--- config.mk ---
export PLATFORM = sky130hd
export DESIGN_NAME = annexb_nal_unit_splitter_top
export DESIGN_NICKNAME = d
export VERILOG_FILES = /design/src/rtl/core/nalsp_pkg.sv /design/src/rtl/core/nalsp_window.sv /design/src/rtl/core/nalsp_track.sv /design/src/rtl/core/nalsp_result.sv /design/src/rtl/core/annexb_nal_unit_splitter_top.sv
export SDC_FILE = /design/constraint.sdc
export NUM_CORES = 1
export LEC_CHECK = 0
export BUFFER_PORTS_ARGS = -buffer_cell sky130_fd_sc_hd__buf_2
export CORE_UTILIZATION = 48
export CTS_CLUSTER_DIAMETER = 80
export DETAILED_ROUTE_END_ITERATION = 16
export PLACE_DENSITY = 0.74
export SLEW_MARGIN = 20
export SYNTH_ARGS = -nofsm -noshare
export SYNTH_HDL_FRONTEND = slang
export SYNTH_SLANG_ARGS = --single-unit
--- constraint.sdc ---
create_clock -name i_clk -period 24.4 [get_ports i_clk]
set_input_delay 4.88 -clock i_clk [delete_from_list [all_inputs] [get_ports i_clk]]
set_output_delay 4.88 -clock i_clk [all_outputs]
set_load 0.05 [all_outputs]
--- src/rtl/core/nalsp_pkg.sv ---
// shared types, constants and helpers of the annex b nal unit splitter
// no dependencies
package nalsp_pkg;

    localparam int CFG_W           = 20;
    localparam int LENGTH_BITS_DEF = 20;
    localparam int WIN_DEPTH       = 4;
    localparam int SEG_N           = 5;
    localparam int MAX_RES         = 6;
    localparam int PADDR_W         = 3;
    localparam int PDATA_W         = 32;

    localparam logic [CFG_W-1:0] MAX_NAL_RESET = 20'd65536;
    localparam logic             REG_MAX_NAL_LENGTH = 1'b0;

    localparam logic [7:0] ZERO_BYTE     = 8'h00;
    localparam logic [7:0] CODE_BYTE     = 8'h01;
    localparam logic [7:0] HDR_F_MASK    = 8'h80;
    localparam logic [7:0] HDR_IDC_MASK  = 8'h60;
    localparam logic [7:0] HDR_TYPE_MASK = 8'h1f;

    localparam logic [2:0] PREFIX_SHORT = 3'd3;
    localparam logic [2:0] PREFIX_LONG  = 3'd4;

    typedef enum logic {
        KIND_PAYLOAD = 1'b0,
        KIND_SUMMARY = 1'b1
    } t_kind;

    typedef struct packed {
        logic [7:0] stream_byte;
        logic       end_of_stream;
    } t_in_word;

    typedef struct packed {
        t_kind       result_kind;
        logic [7:0]  payload_byte;
        logic        hdr_zero_bit;
        logic [1:0]  ref_idc;
        logic [4:0]  unit_type;
        logic [19:0] nal_length;
        logic [2:0]  prefix_length;
        logic        truncated;
        logic        last;
    } t_out_word;

    typedef t_out_word [MAX_RES-1:0] t_bundle;

    // window scan of one byte: bytes leaving toward the open unit and start code info
    typedef struct packed {
        logic [SEG_N-1:0][7:0] seg_byte;
        logic [2:0]            seg_n;
        logic                  found;
        logic [2:0]            found_prefix;
        logic                  eos;
    } t_scan;

    function automatic t_out_word f_payload(input logic [7:0] b);
        t_out_word w;
        w              = '0;
        w.result_kind  = KIND_PAYLOAD;
        w.payload_byte = b;
        return w;
    endfunction

    function automatic t_out_word f_summary(input logic [7:0] h, input logic [19:0] len,
                                            input logic [2:0] pre, input logic tr);
        t_out_word w;
        w               = '0;
        w.result_kind   = KIND_SUMMARY;
        w.hdr_zero_bit  = (h & HDR_F_MASK) != ZERO_BYTE;
        w.ref_idc       = 2'((h & HDR_IDC_MASK) >> 5);
        w.unit_type     = 5'(h & HDR_TYPE_MASK);
        w.nal_length    = len;
        w.prefix_length = pre;
        w.truncated     = tr;
        return w;
    endfunction

endpackage

--- src/rtl/core/nalsp_window.sv ---
// four byte hold window and start code detector
// depends on nalsp_pkg
module nalsp_window (
    input  logic              i_clk,
    input  logic              i_rst_n,
    input  logic              i_adv,
    input  logic [7:0]        i_byte,
    input  logic              i_eos,
    output nalsp_pkg::t_scan  o_scan
);

    logic [nalsp_pkg::WIN_DEPTH-1:0][7:0] r_win, n_win;
    logic [2:0]                           r_held, n_held;

    logic [nalsp_pkg::WIN_DEPTH-1:0][7:0] w_next;
    logic [2:0]                           w_held;
    logic                                 w_shift;
    logic                                 w_f4, w_f3, w_pre1;
    logic [2:0]                           w_rest;

    always_comb begin
        w_shift = (r_held == 3'd4);
        if (w_shift) begin
            w_next[0] = r_win[1];
            w_next[1] = r_win[2];
            w_next[2] = r_win[3];
            w_next[3] = i_byte;
            w_held    = 3'd4;
        end else begin
            w_next              = r_win;
            w_next[r_held[1:0]] = i_byte;
            w_held              = r_held + 3'd1;
        end

        w_f4 = (w_held == 3'd4) && (w_next[0] == nalsp_pkg::ZERO_BYTE)
             && (w_next[1] == nalsp_pkg::ZERO_BYTE) && (w_next[2] == nalsp_pkg::ZERO_BYTE)
             && (w_next[3] == nalsp_pkg::CODE_BYTE);
        w_f3 = ((w_held == 3'd4) && (w_next[1] == nalsp_pkg::ZERO_BYTE)
                && (w_next[2] == nalsp_pkg::ZERO_BYTE) && (w_next[3] == nalsp_pkg::CODE_BYTE))
            || ((w_held == 3'd3) && (w_next[0] == nalsp_pkg::ZERO_BYTE)
                && (w_next[1] == nalsp_pkg::ZERO_BYTE) && (w_next[2] == nalsp_pkg::CODE_BYTE));
        // short code at the back of a full window leaves one byte in front of it
        w_pre1 = !w_f4 && w_f3 && (w_held == 3'd4);

        if (w_pre1) begin
            w_rest = 3'd1;
        end else if (i_eos && !(w_f4 || w_f3)) begin
            w_rest = w_held;
        end else begin
            w_rest = 3'd0;
        end

        o_scan.seg_byte[0] = w_shift ? r_win[0] : w_next[0];
        for (int j = 1; j < nalsp_pkg::WIN_DEPTH; j++) begin
            o_scan.seg_byte[j] = w_shift ? w_next[j-1] : w_next[j];
        end
        o_scan.seg_byte[4]  = w_shift ? w_next[3] : nalsp_pkg::ZERO_BYTE;
        o_scan.seg_n        = 3'(w_shift) + w_rest;
        o_scan.found        = w_f4 || w_f3;
        o_scan.found_prefix = w_f4 ? nalsp_pkg::PREFIX_LONG : nalsp_pkg::PREFIX_SHORT;
        o_scan.eos          = i_eos;

        n_win  = r_win;
        n_held = r_held;
        if (i_adv) begin
            if (i_eos) begin
                n_win  = '0;
                n_held = 3'd0;
            end else if (o_scan.found) begin
                n_win  = w_next;
                n_held = 3'd0;
            end else begin
                n_win  = w_next;
                n_held = w_held;
            end
        end
    end

    always_ff @(posedge i_clk) begin
        if (!i_rst_n) begin
            r_win  <= '0;
            r_held <= 3'd0;
        end else begin
            r_win  <= n_win;
            r_held <= n_held;
        end
    end

    a_held_range: assert property (@(posedge i_clk) disable iff (!i_rst_n)
        r_held <= 3'd4)
        else $error("window holds more than four bytes");

    a_found_clears: assert property (@(posedge i_clk) disable iff (!i_rst_n)
        (i_adv && (o_scan.found || i_eos)) |=> (r_held == 3'd0))
        else $error("window not emptied after start code or end of stream");

endmodule

--- src/rtl/core/nalsp_track.sv ---
// nal unit tracker: header, length, truncation and the result list of one byte
// depends on nalsp_pkg
module nalsp_track #(
    parameter int LENGTH_BITS = nalsp_pkg::LENGTH_BITS_DEF
) (
    input  logic                        i_clk,
    input  logic                        i_rst_n,
    input  logic                        i_adv,
    input  nalsp_pkg::t_scan            i_scan,
    input  logic [nalsp_pkg::CFG_W-1:0] i_max,
    output nalsp_pkg::t_bundle          o_bun,
    output logic [2:0]                  o_cnt
);

    localparam int WW = (LENGTH_BITS > nalsp_pkg::CFG_W) ? LENGTH_BITS : nalsp_pkg::CFG_W;

    logic                   r_inside, n_inside;
    logic [2:0]             r_prefix, n_prefix;
    logic [7:0]             r_hdr, n_hdr;
    logic                   r_hseen, n_hseen;
    logic [LENGTH_BITS-1:0] r_len, n_len;
    logic                   r_ovf, n_ovf;

    logic [WW-1:0]                          w_cfg, w_cap, w_lim_w;
    logic [LENGTH_BITS-1:0]                 w_limit;
    logic [LENGTH_BITS:0]                   w_room;
    logic [nalsp_pkg::SEG_N-1:0]            w_acc;
    logic [2:0]                             w_k;
    logic [7:0]                             w_hdr_a;
    logic                                   w_hseen_a, w_ovf_a;
    logic [LENGTH_BITS-1:0]                 w_len_a;
    logic                                   w_sum_a, w_sum_b;
    nalsp_pkg::t_out_word                   w_word_a, w_word_b, w_first;
    logic [nalsp_pkg::MAX_RES-1:0][7:0]     w_pad;

    always_comb begin
        // limit capped to the counter width
        w_cfg   = WW'(i_max);
        w_cap   = WW'({LENGTH_BITS{1'b1}});
        w_lim_w = (w_cfg > w_cap) ? w_cap : w_cfg;
        w_limit = w_lim_w[LENGTH_BITS-1:0];
        w_room  = {1'b0, w_limit} - {1'b0, r_len};

        w_k = 3'd0;
        for (int j = 0; j < nalsp_pkg::SEG_N; j++) begin
            w_acc[j] = r_inside && (3'(j) < i_scan.seg_n) && !w_room[LENGTH_BITS]
                     && (w_room[LENGTH_BITS-1:0] > LENGTH_BITS'(j));
            w_k      = w_k + 3'(w_acc[j]);
        end

        w_hseen_a = r_hseen;
        w_hdr_a   = r_hdr;
        if (r_inside && !r_hseen && (i_scan.seg_n != 3'd0)) begin
            w_hseen_a = 1'b1;
            w_hdr_a   = i_scan.seg_byte[0];
        end
        w_ovf_a = r_ovf || (r_inside && (i_scan.seg_n > w_k));
        w_len_a = r_len + LENGTH_BITS'(w_k);

        w_sum_a  = r_inside && (i_scan.found || i_scan.eos);
        w_sum_b  = i_scan.found && i_scan.eos;
        w_word_a = nalsp_pkg::f_summary(w_hseen_a ? w_hdr_a : nalsp_pkg::ZERO_BYTE,
                                        20'(w_len_a), r_prefix, w_ovf_a);
        // unit opened and closed by the same byte
        w_word_b = nalsp_pkg::f_summary(nalsp_pkg::ZERO_BYTE, 20'd0,
                                        i_scan.found_prefix, 1'b0);
        w_first  = w_sum_a ? w_word_a : w_word_b;

        w_pad                          = '0;
        w_pad[nalsp_pkg::SEG_N-1:0]    = i_scan.seg_byte;
        o_cnt = w_k + 3'(w_sum_a) + 3'(w_sum_b);
        for (int j = 0; j < nalsp_pkg::MAX_RES; j++) begin
            if (3'(j) < w_k) begin
                o_bun[j] = nalsp_pkg::f_payload(w_pad[j]);
            end else if (3'(j) == w_k) begin
                o_bun[j] = w_first;
            end else begin
                o_bun[j] = w_word_b;
            end
            o_bun[j].last = (o_cnt != 3'd0) && (3'(j) == o_cnt - 3'd1);
        end

        n_inside = r_inside;
        n_prefix = r_prefix;
        n_hdr    = r_hdr;
        n_hseen  = r_hseen;
        n_len    = r_len;
        n_ovf    = r_ovf;
        if (i_adv) begin
            if (i_scan.eos) begin
                n_inside = 1'b0;
                n_prefix = nalsp_pkg::PREFIX_SHORT;
                n_hdr    = nalsp_pkg::ZERO_BYTE;
                n_hseen  = 1'b0;
                n_len    = '0;
                n_ovf    = 1'b0;
            end else if (i_scan.found) begin
                n_inside = 1'b1;
                n_prefix = i_scan.found_prefix;
                n_hdr    = nalsp_pkg::ZERO_BYTE;
                n_hseen  = 1'b0;
                n_len    = '0;
                n_ovf    = 1'b0;
            end else begin
                n_hdr    = w_hdr_a;
                n_hseen  = w_hseen_a;
                n_len    = w_len_a;
                n_ovf    = w_ovf_a;
            end
        end
    end

    always_ff @(posedge i_clk) begin
        if (!i_rst_n) begin
            r_inside <= 1'b0;
            r_prefix <= nalsp_pkg::PREFIX_SHORT;
            r_hdr    <= nalsp_pkg::ZERO_BYTE;
            r_hseen  <= 1'b0;
            r_len    <= '0;
            r_ovf    <= 1'b0;
        end else begin
            r_inside <= n_inside;
            r_prefix <= n_prefix;
            r_hdr    <= n_hdr;
            r_hseen  <= n_hseen;
            r_len    <= n_len;
            r_ovf    <= n_ovf;
        end
    end

    a_idle_clean: assert property (@(posedge i_clk) disable iff (!i_rst_n)
        !r_inside |-> (r_len == '0) && !r_hseen && !r_ovf)
        else $error("unit state left over outside a unit");

    a_eos_closes: assert property (@(posedge i_clk) disable iff (!i_rst_n)
        (i_adv && i_scan.eos) |=> !r_inside)
        else $error("unit still open after end of stream");

endmodule

--- src/rtl/core/nalsp_result.sv ---
// result list register, drained one word per cycle while the output is not stalled
// depends on nalsp_pkg
module nalsp_result (
    input  logic                  i_clk,
    input  logic                  i_rst_n,
    input  logic                  i_load,
    input  nalsp_pkg::t_bundle    i_bun,
    input  logic [2:0]            i_cnt,
    input  logic                  i_out_stall,
    output logic                  o_valid,
    output nalsp_pkg::t_out_word  o_word,
    output logic                  o_free
);

    nalsp_pkg::t_bundle r_bun, n_bun;
    logic [2:0]         r_cnt, n_cnt;
    logic [2:0]         r_idx, n_idx;

    logic w_take, w_final;

    always_comb begin
        o_valid = (r_cnt != 3'd0);
        o_word  = r_bun[r_idx];
        w_take  = o_valid && !i_out_stall;
        w_final = w_take && (r_idx == r_cnt - 3'd1);
        o_free  = !o_valid || w_final;

        n_bun = r_bun;
        n_cnt = r_cnt;
        n_idx = r_idx;
        if (i_load) begin
            n_bun = i_bun;
            n_cnt = i_cnt;
            n_idx = 3'd0;
        end else if (w_final) begin
            n_cnt = 3'd0;
            n_idx = 3'd0;
        end else if (w_take) begin
            n_idx = r_idx + 3'd1;
        end
    end

    always_ff @(posedge i_clk) begin
        if (!i_rst_n) begin
            r_cnt <= 3'd0;
            r_idx <= 3'd0;
        end else begin
            r_cnt <= n_cnt;
            r_idx <= n_idx;
        end
    end

    always_ff @(posedge i_clk) begin
        r_bun <= n_bun;
    end

    a_idx_range: assert property (@(posedge i_clk) disable iff (!i_rst_n)
        (r_cnt != 3'd0) |-> (r_idx < r_cnt) && (r_cnt <= 3'(nalsp_pkg::MAX_RES)))
        else $error("result index beyond list");

    a_last_mark: assert property (@(posedge i_clk) disable iff (!i_rst_n)
        ((r_cnt != 3'd0) && (r_idx == r_cnt - 3'd1)) |-> o_word.last)
        else $error("final word of a list not marked last");

endmodule

--- src/rtl/core/annexb_nal_unit_splitter_top.sv ---
// top level of the annex b nal unit splitter: input register, config register, wiring
// depends on nalsp_pkg, nalsp_window, nalsp_track, nalsp_result
//
// channel   direction  handshake              word
// --------  ---------  ---------------------  -----------------------------------------
// in        sink       i_in_valid/o_in_stall  t_in_word: stream byte, end of stream
// out       source     o_out_valid/i_out_stall t_out_word: payload byte or unit summary
// config    apb slave  psel/penable/pready    max_nal_length at byte address 0
//
// one stream byte per clock while the result list is free; a byte with n results gives n
// output words (up to six on end of stream); the result list register paces the input
// reset is synchronous and active low; it empties the window and closes any open unit
// o_in_stall rises only while the input register holds a byte and the result list cannot
// take the next one, so a stalled output lets one more byte in before the input stalls
module annexb_nal_unit_splitter_top #(
    parameter int LENGTH_BITS = nalsp_pkg::LENGTH_BITS_DEF
) (
    input  logic                          i_clk,
    input  logic                          i_rst_n,
    // stream input
    input  logic                          i_in_valid,
    output logic                          o_in_stall,
    input  nalsp_pkg::t_in_word           i_in_word,
    // result output
    output logic                          o_out_valid,
    input  logic                          i_out_stall,
    output nalsp_pkg::t_out_word          o_out_word,
    // configuration
    input  logic                          psel,
    input  logic                          penable,
    input  logic                          pwrite,
    input  logic [nalsp_pkg::PADDR_W-1:0] paddr,
    input  logic [nalsp_pkg::PDATA_W-1:0] pwdata,
    output logic [nalsp_pkg::PDATA_W-1:0] prdata,
    output logic                          pready
);

    // input register
    logic                  r_in_valid, n_in_valid;
    nalsp_pkg::t_in_word   r_in_word, n_in_word;

    // max_nal_length register
    logic [nalsp_pkg::CFG_W-1:0] r_max, n_max;

    logic                  w_free;
    logic                  w_adv;
    logic                  w_in_take;
    logic                  w_sel_max;
    nalsp_pkg::t_scan      w_scan;
    nalsp_pkg::t_bundle    w_bun;
    logic [2:0]            w_cnt;

    always_comb begin
        // the held word moves on once the result list can take its results
        w_adv      = r_in_valid && w_free;
        o_in_stall = r_in_valid && !w_free;
        w_in_take  = i_in_valid && !o_in_stall;

        n_in_valid = r_in_valid;
        n_in_word  = r_in_word;
        if (w_in_take) begin
            n_in_valid = 1'b1;
            n_in_word  = i_in_word;
        end else if (w_adv) begin
            n_in_valid = 1'b0;
        end

        // single register, so the index is the address bit above the byte lanes
        pready    = 1'b1;
        w_sel_max = (paddr[2] == nalsp_pkg::REG_MAX_NAL_LENGTH);
        n_max     = r_max;
        if (psel && penable && pwrite && w_sel_max) begin
            n_max = pwdata[nalsp_pkg::CFG_W-1:0];
        end
        prdata = w_sel_max ? nalsp_pkg::PDATA_W'(r_max) : '0;
    end

    always_ff @(posedge i_clk) begin
        if (!i_rst_n) begin
            r_in_valid <= 1'b0;
            r_max      <= nalsp_pkg::MAX_NAL_RESET;
        end else begin
            r_in_valid <= n_in_valid;
            r_max      <= n_max;
        end
    end

    always_ff @(posedge i_clk) begin
        r_in_word <= n_in_word;
    end

    // window and start code detection
    nalsp_window u_window (
        .i_clk   (i_clk),
        .i_rst_n (i_rst_n),
        .i_adv   (w_adv),
        .i_byte  (r_in_word.stream_byte),
        .i_eos   (r_in_word.end_of_stream),
        .o_scan  (w_scan)
    );

    // unit bookkeeping and result list
    nalsp_track #(
        .LENGTH_BITS (LENGTH_BITS)
    ) u_track (
        .i_clk   (i_clk),
        .i_rst_n (i_rst_n),
        .i_adv   (w_adv),
        .i_scan  (w_scan),
        .i_max   (r_max),
        .o_bun   (w_bun),
        .o_cnt   (w_cnt)
    );

    // result list register and output side
    nalsp_result u_result (
        .i_clk       (i_clk),
        .i_rst_n     (i_rst_n),
        .i_load      (w_adv && (w_cnt != 3'd0)),
        .i_bun       (w_bun),
        .i_cnt       (w_cnt),
        .i_out_stall (i_out_stall),
        .o_valid     (o_out_valid),
        .o_word      (o_out_word),
        .o_free      (w_free)
    );

endmodule
==> summary.md <==
| Metric | Value |
|---|---|
| TritonRoute pass-1 iters | 5 |
| Setup violations, final | 0 |
| Gate power share | 0.058 |
| Syn. warnings | 0 |
| Seq pwr share | 0.499 |
| Setup bufs post-CTS | 0 |
| Min-Delay Path Class | flip-flop to flip-flop |
| Worst slack at placement | 13.62 ns |
| WP buf/inv | 2 |
| Share of cells above drive strength 1 | 0.136 |
| Synth-to-Final Area Change | 10.5% |
| Die width | 194 µm |
| Initial Util | 0.491 |
| N_diodes | 0 |
| Clock Latency Late Sink | 0.54 ns |
| Met3 Use GR | 0.0259 |
| Routability cong. | 0.883 |
| Highest clock rate | 0.0926 GHz |
| Setup CP Type | input pin to primary output |
| Arrival @ worst endpoint | 5.92 ns |
| Fin crit period | 10.80 ns |
| CP startpoint kind | input pin |
| Worst VDD drop | 47.2 µV |
| Vias per cell | 5.73 |
| GRT met2 Usage | 0.364 |
| Iter 0 DRT Violations | 1151 |
| Clock share of power | 0.443 |
| Synth Cell Area | 0.0176 mm² |
| Hold Vio Cnt, Final | 0 |
| I/O pin cnt | 128 |
| Crit. End Element | primary output |
| Mapped Avg Cell Area | 10.4 µm² |
| Slowest stage delay, CP | 0.42 ns |
| Asr flop ratio synth | 0 |
| CP Max Fanout | 4 |
| Htree depth | 2 |
| Post-DRT Antenna Nets | 0 |
| Cell chain of the critical path | buf_2 > or3_1 > and3_1 > buf_2 |
| Final wirelength | 40700 µm |
| Least-Margin Pin Slew | 1.13 ns |
| Yosys reg bits | 342 |
| Slew Viols, Final | 0 |
| Most common cell after layout, fill and taps aside | nor2_1 |
| Post-synth cell types | 70 |
| DIE AREA | 0.0375 mm² |
| Hpwl dp | 27500 µm |
| # rows | 69 |
| Fin cells | 2203 |
| Crit share post-route | 0.443 |
| Via Count | 12600 |
| Most frequent cells in the layout | 300 x nor2_1, 247 x edfxtp_1, 126 x nand2_1, 114 x mux2i_1, 110 x a21oi_1 |
| GRT Resource Usage Total | 0.217 |
| Register area share after synthesis | 0.528 |
| Kind of cell adding the most delay to the critical path | simple AND/OR/NAND/NOR gates |
| Initial antenna violation count | 0 |
| Layout Skew | 0.0166 ns |
| Global-route wire length before repair | 65200 µm |
| Root Driver | clkbuf_16 |
| Met1 usage | 0.300 |
| Required time of the critical path | 19.52 ns |
| CTS Hold Buffers Added | 0 |
| Final #Nets | 1808 |
| Crit-path slowest cell | or3_1 |
| Core Region | 0.0359 mm² |
| Pwr dens | 64.8 mW/mm² |
| Clock Tree Buf Depth | 3 |
| EDFF count, synth | 247 |
| Wire length per cell | 18.5 µm |
| Switching power | 0.284 mW |
| Vias in the first global route | 12000 |
| Core Util, Final | 0.543 |
| Clock sink count | 342 |
| Status | finished, final reports clean |
| Setup TNS | 0 ns |
| Clk slew on worst S/H paths | 0.06 ns |
| DRC | 0 |
| RSZ-0062 raised after global routing | no |
| Total gr overflow | 0 |
| CTS tree | built |
| Busiest grt layer | met2 |
| Worst hold slack | 0.460 ns |
| Post-CTS Resized | 0 |
| Dominant synthesized flop cell | edfxtp_1 |
| Most common cell type on the critical path | buf_2 |
| Cells after synthesis | 1690 |
| Placed instance count | 2137 |
| Die height | 194 µm |
| Slew HR | 0.246 |
| Cell Int Power | 0.980 mW |
| Final worst slack | 13.60 ns |
| # port buffers | 100 |
| Pleak | 6.98 nW |
| Sw Share | 0.225 |
| Pin count of the biggest net entering global routing | 195 |
| Maxcap violations | 0 |
| Cts bufs inserted | 36 |
path summary, 6_finish.rpt:
path         slack (ns)                from  cells past startpoint             endpoint
max               13.60         i_out_stall                      4           o_in_stall
min                0.46    u_track.r_hdr[5]                      1     u_track.r_hdr[5]
max reg2reg       14.67  u_window.r_held[0]                     31  u_result.r_bun[104]
min reg2reg        0.46    u_track.r_hdr[5]                      1     u_track.r_hdr[5]
logic make-up after synthesis:
kind of cell             after synthesis  share of synthesized area
other                                  2                   0.000426
buffers and inverters                225                     0.0541
XOR/XNOR                              32                     0.0159
AO/OA/AOI/OAI                        268                     0.0927
adder cells (fa/ha/maj)               43                     0.0326
multiplexers                         170                      0.121
AND/OR/NAND/NOR                      608                      0.155
flip-flops                           342                      0.528
layer usage:
layer,routed length [µm],up-vias
met4,702,0
met2,19600,478
met3,2610,56
met5,0,-
li1,-,6014
met1,17800,6072
Yosys cell counts, types with 11 or more instances:
cell	n	area (µm²)
buf_2	13	65.1
o21ai_0	27	135
a21oi_1	112	561
buf_4	15	113
ha_1	38	475
nand3_1	28	140
buf_1	16	60.1
nor3_1	29	145
a31oi_1	13	81.3
mux4_2	33	743
nor2_1	300	1130
inv_1	87	327
mux2i_1	114	1140
mux2_1	12	135
o22ai_1	47	294
clkbuf_1	87	327
nand2_1	126	473
and2_1	19	119
mux2_2	11	124
edfxtp_1	247	7420
nor2b_1	29	181
dfxtp_1	95	1900
xnor2_1	25	219
power by group through the flow:
stage	logic (mW)	clock network, mW	registers [mW]
3_5_place_dp	0.0723	0	0.643
4_1_cts	0.0727	0.568	0.631
5_1_grt	0.0793	0.591	0.631
3_3_place_gp	0.0712	0	0.643
6_report	0.0730	0.560	0.631
2_1_floorplan	0.0592	0	0.642
cell type report:
| type | count | area [µm²] |
|---|---|---|
| clock inverter | 24 | 234 |
| fill | 3058 | 16400 |
| clock buffer | 42 | 985 |
| inverter | 89 | 334 |
| sequential | 342 | 9330 |
| tap | 461 | 577 |
| timing repair buffer | 111 | 596 |
| multi-input combinational | 1134 | 7450 |
state kept, by name, summed over array words and instances, names as in the netlist:
name and flops:
u_result.r_idx 3, r_in_word 9, u_result.r_bun 238, u_track.r_hseen 1, u_track.r_prefix 2, u_window.r_win 32, u_track.r_inside 1, u_track.r_ovf 1
u_track.r_hdr 8, u_track.r_len 20, r_in_valid 1, r_max 20, u_window.r_held 3, u_result.r_cnt 3
worst register-to-register path, delay by kind of cell, from the launching register on:
kind	cells	cell delay, ns
flip-flops	1	0.44
XOR/XNOR	1	0.60
AND/OR/NAND/NOR	14	3.90
buffers and inverters	2	0.51
multiplexers	2	0.42
AO/OA/AOI/OAI	4	0.50
adder cells (fa/ha/maj)	8	3.10
through the flow:
step                      power, mW  area (µm²)
final                          1.26       19500
after global routing           1.30       19500
after CTS                      1.27       19500
after detailed placement      0.715       18300
after global placement        0.714       18300
after floorplan               0.701       17700
(Power assumes the default switching activity.)
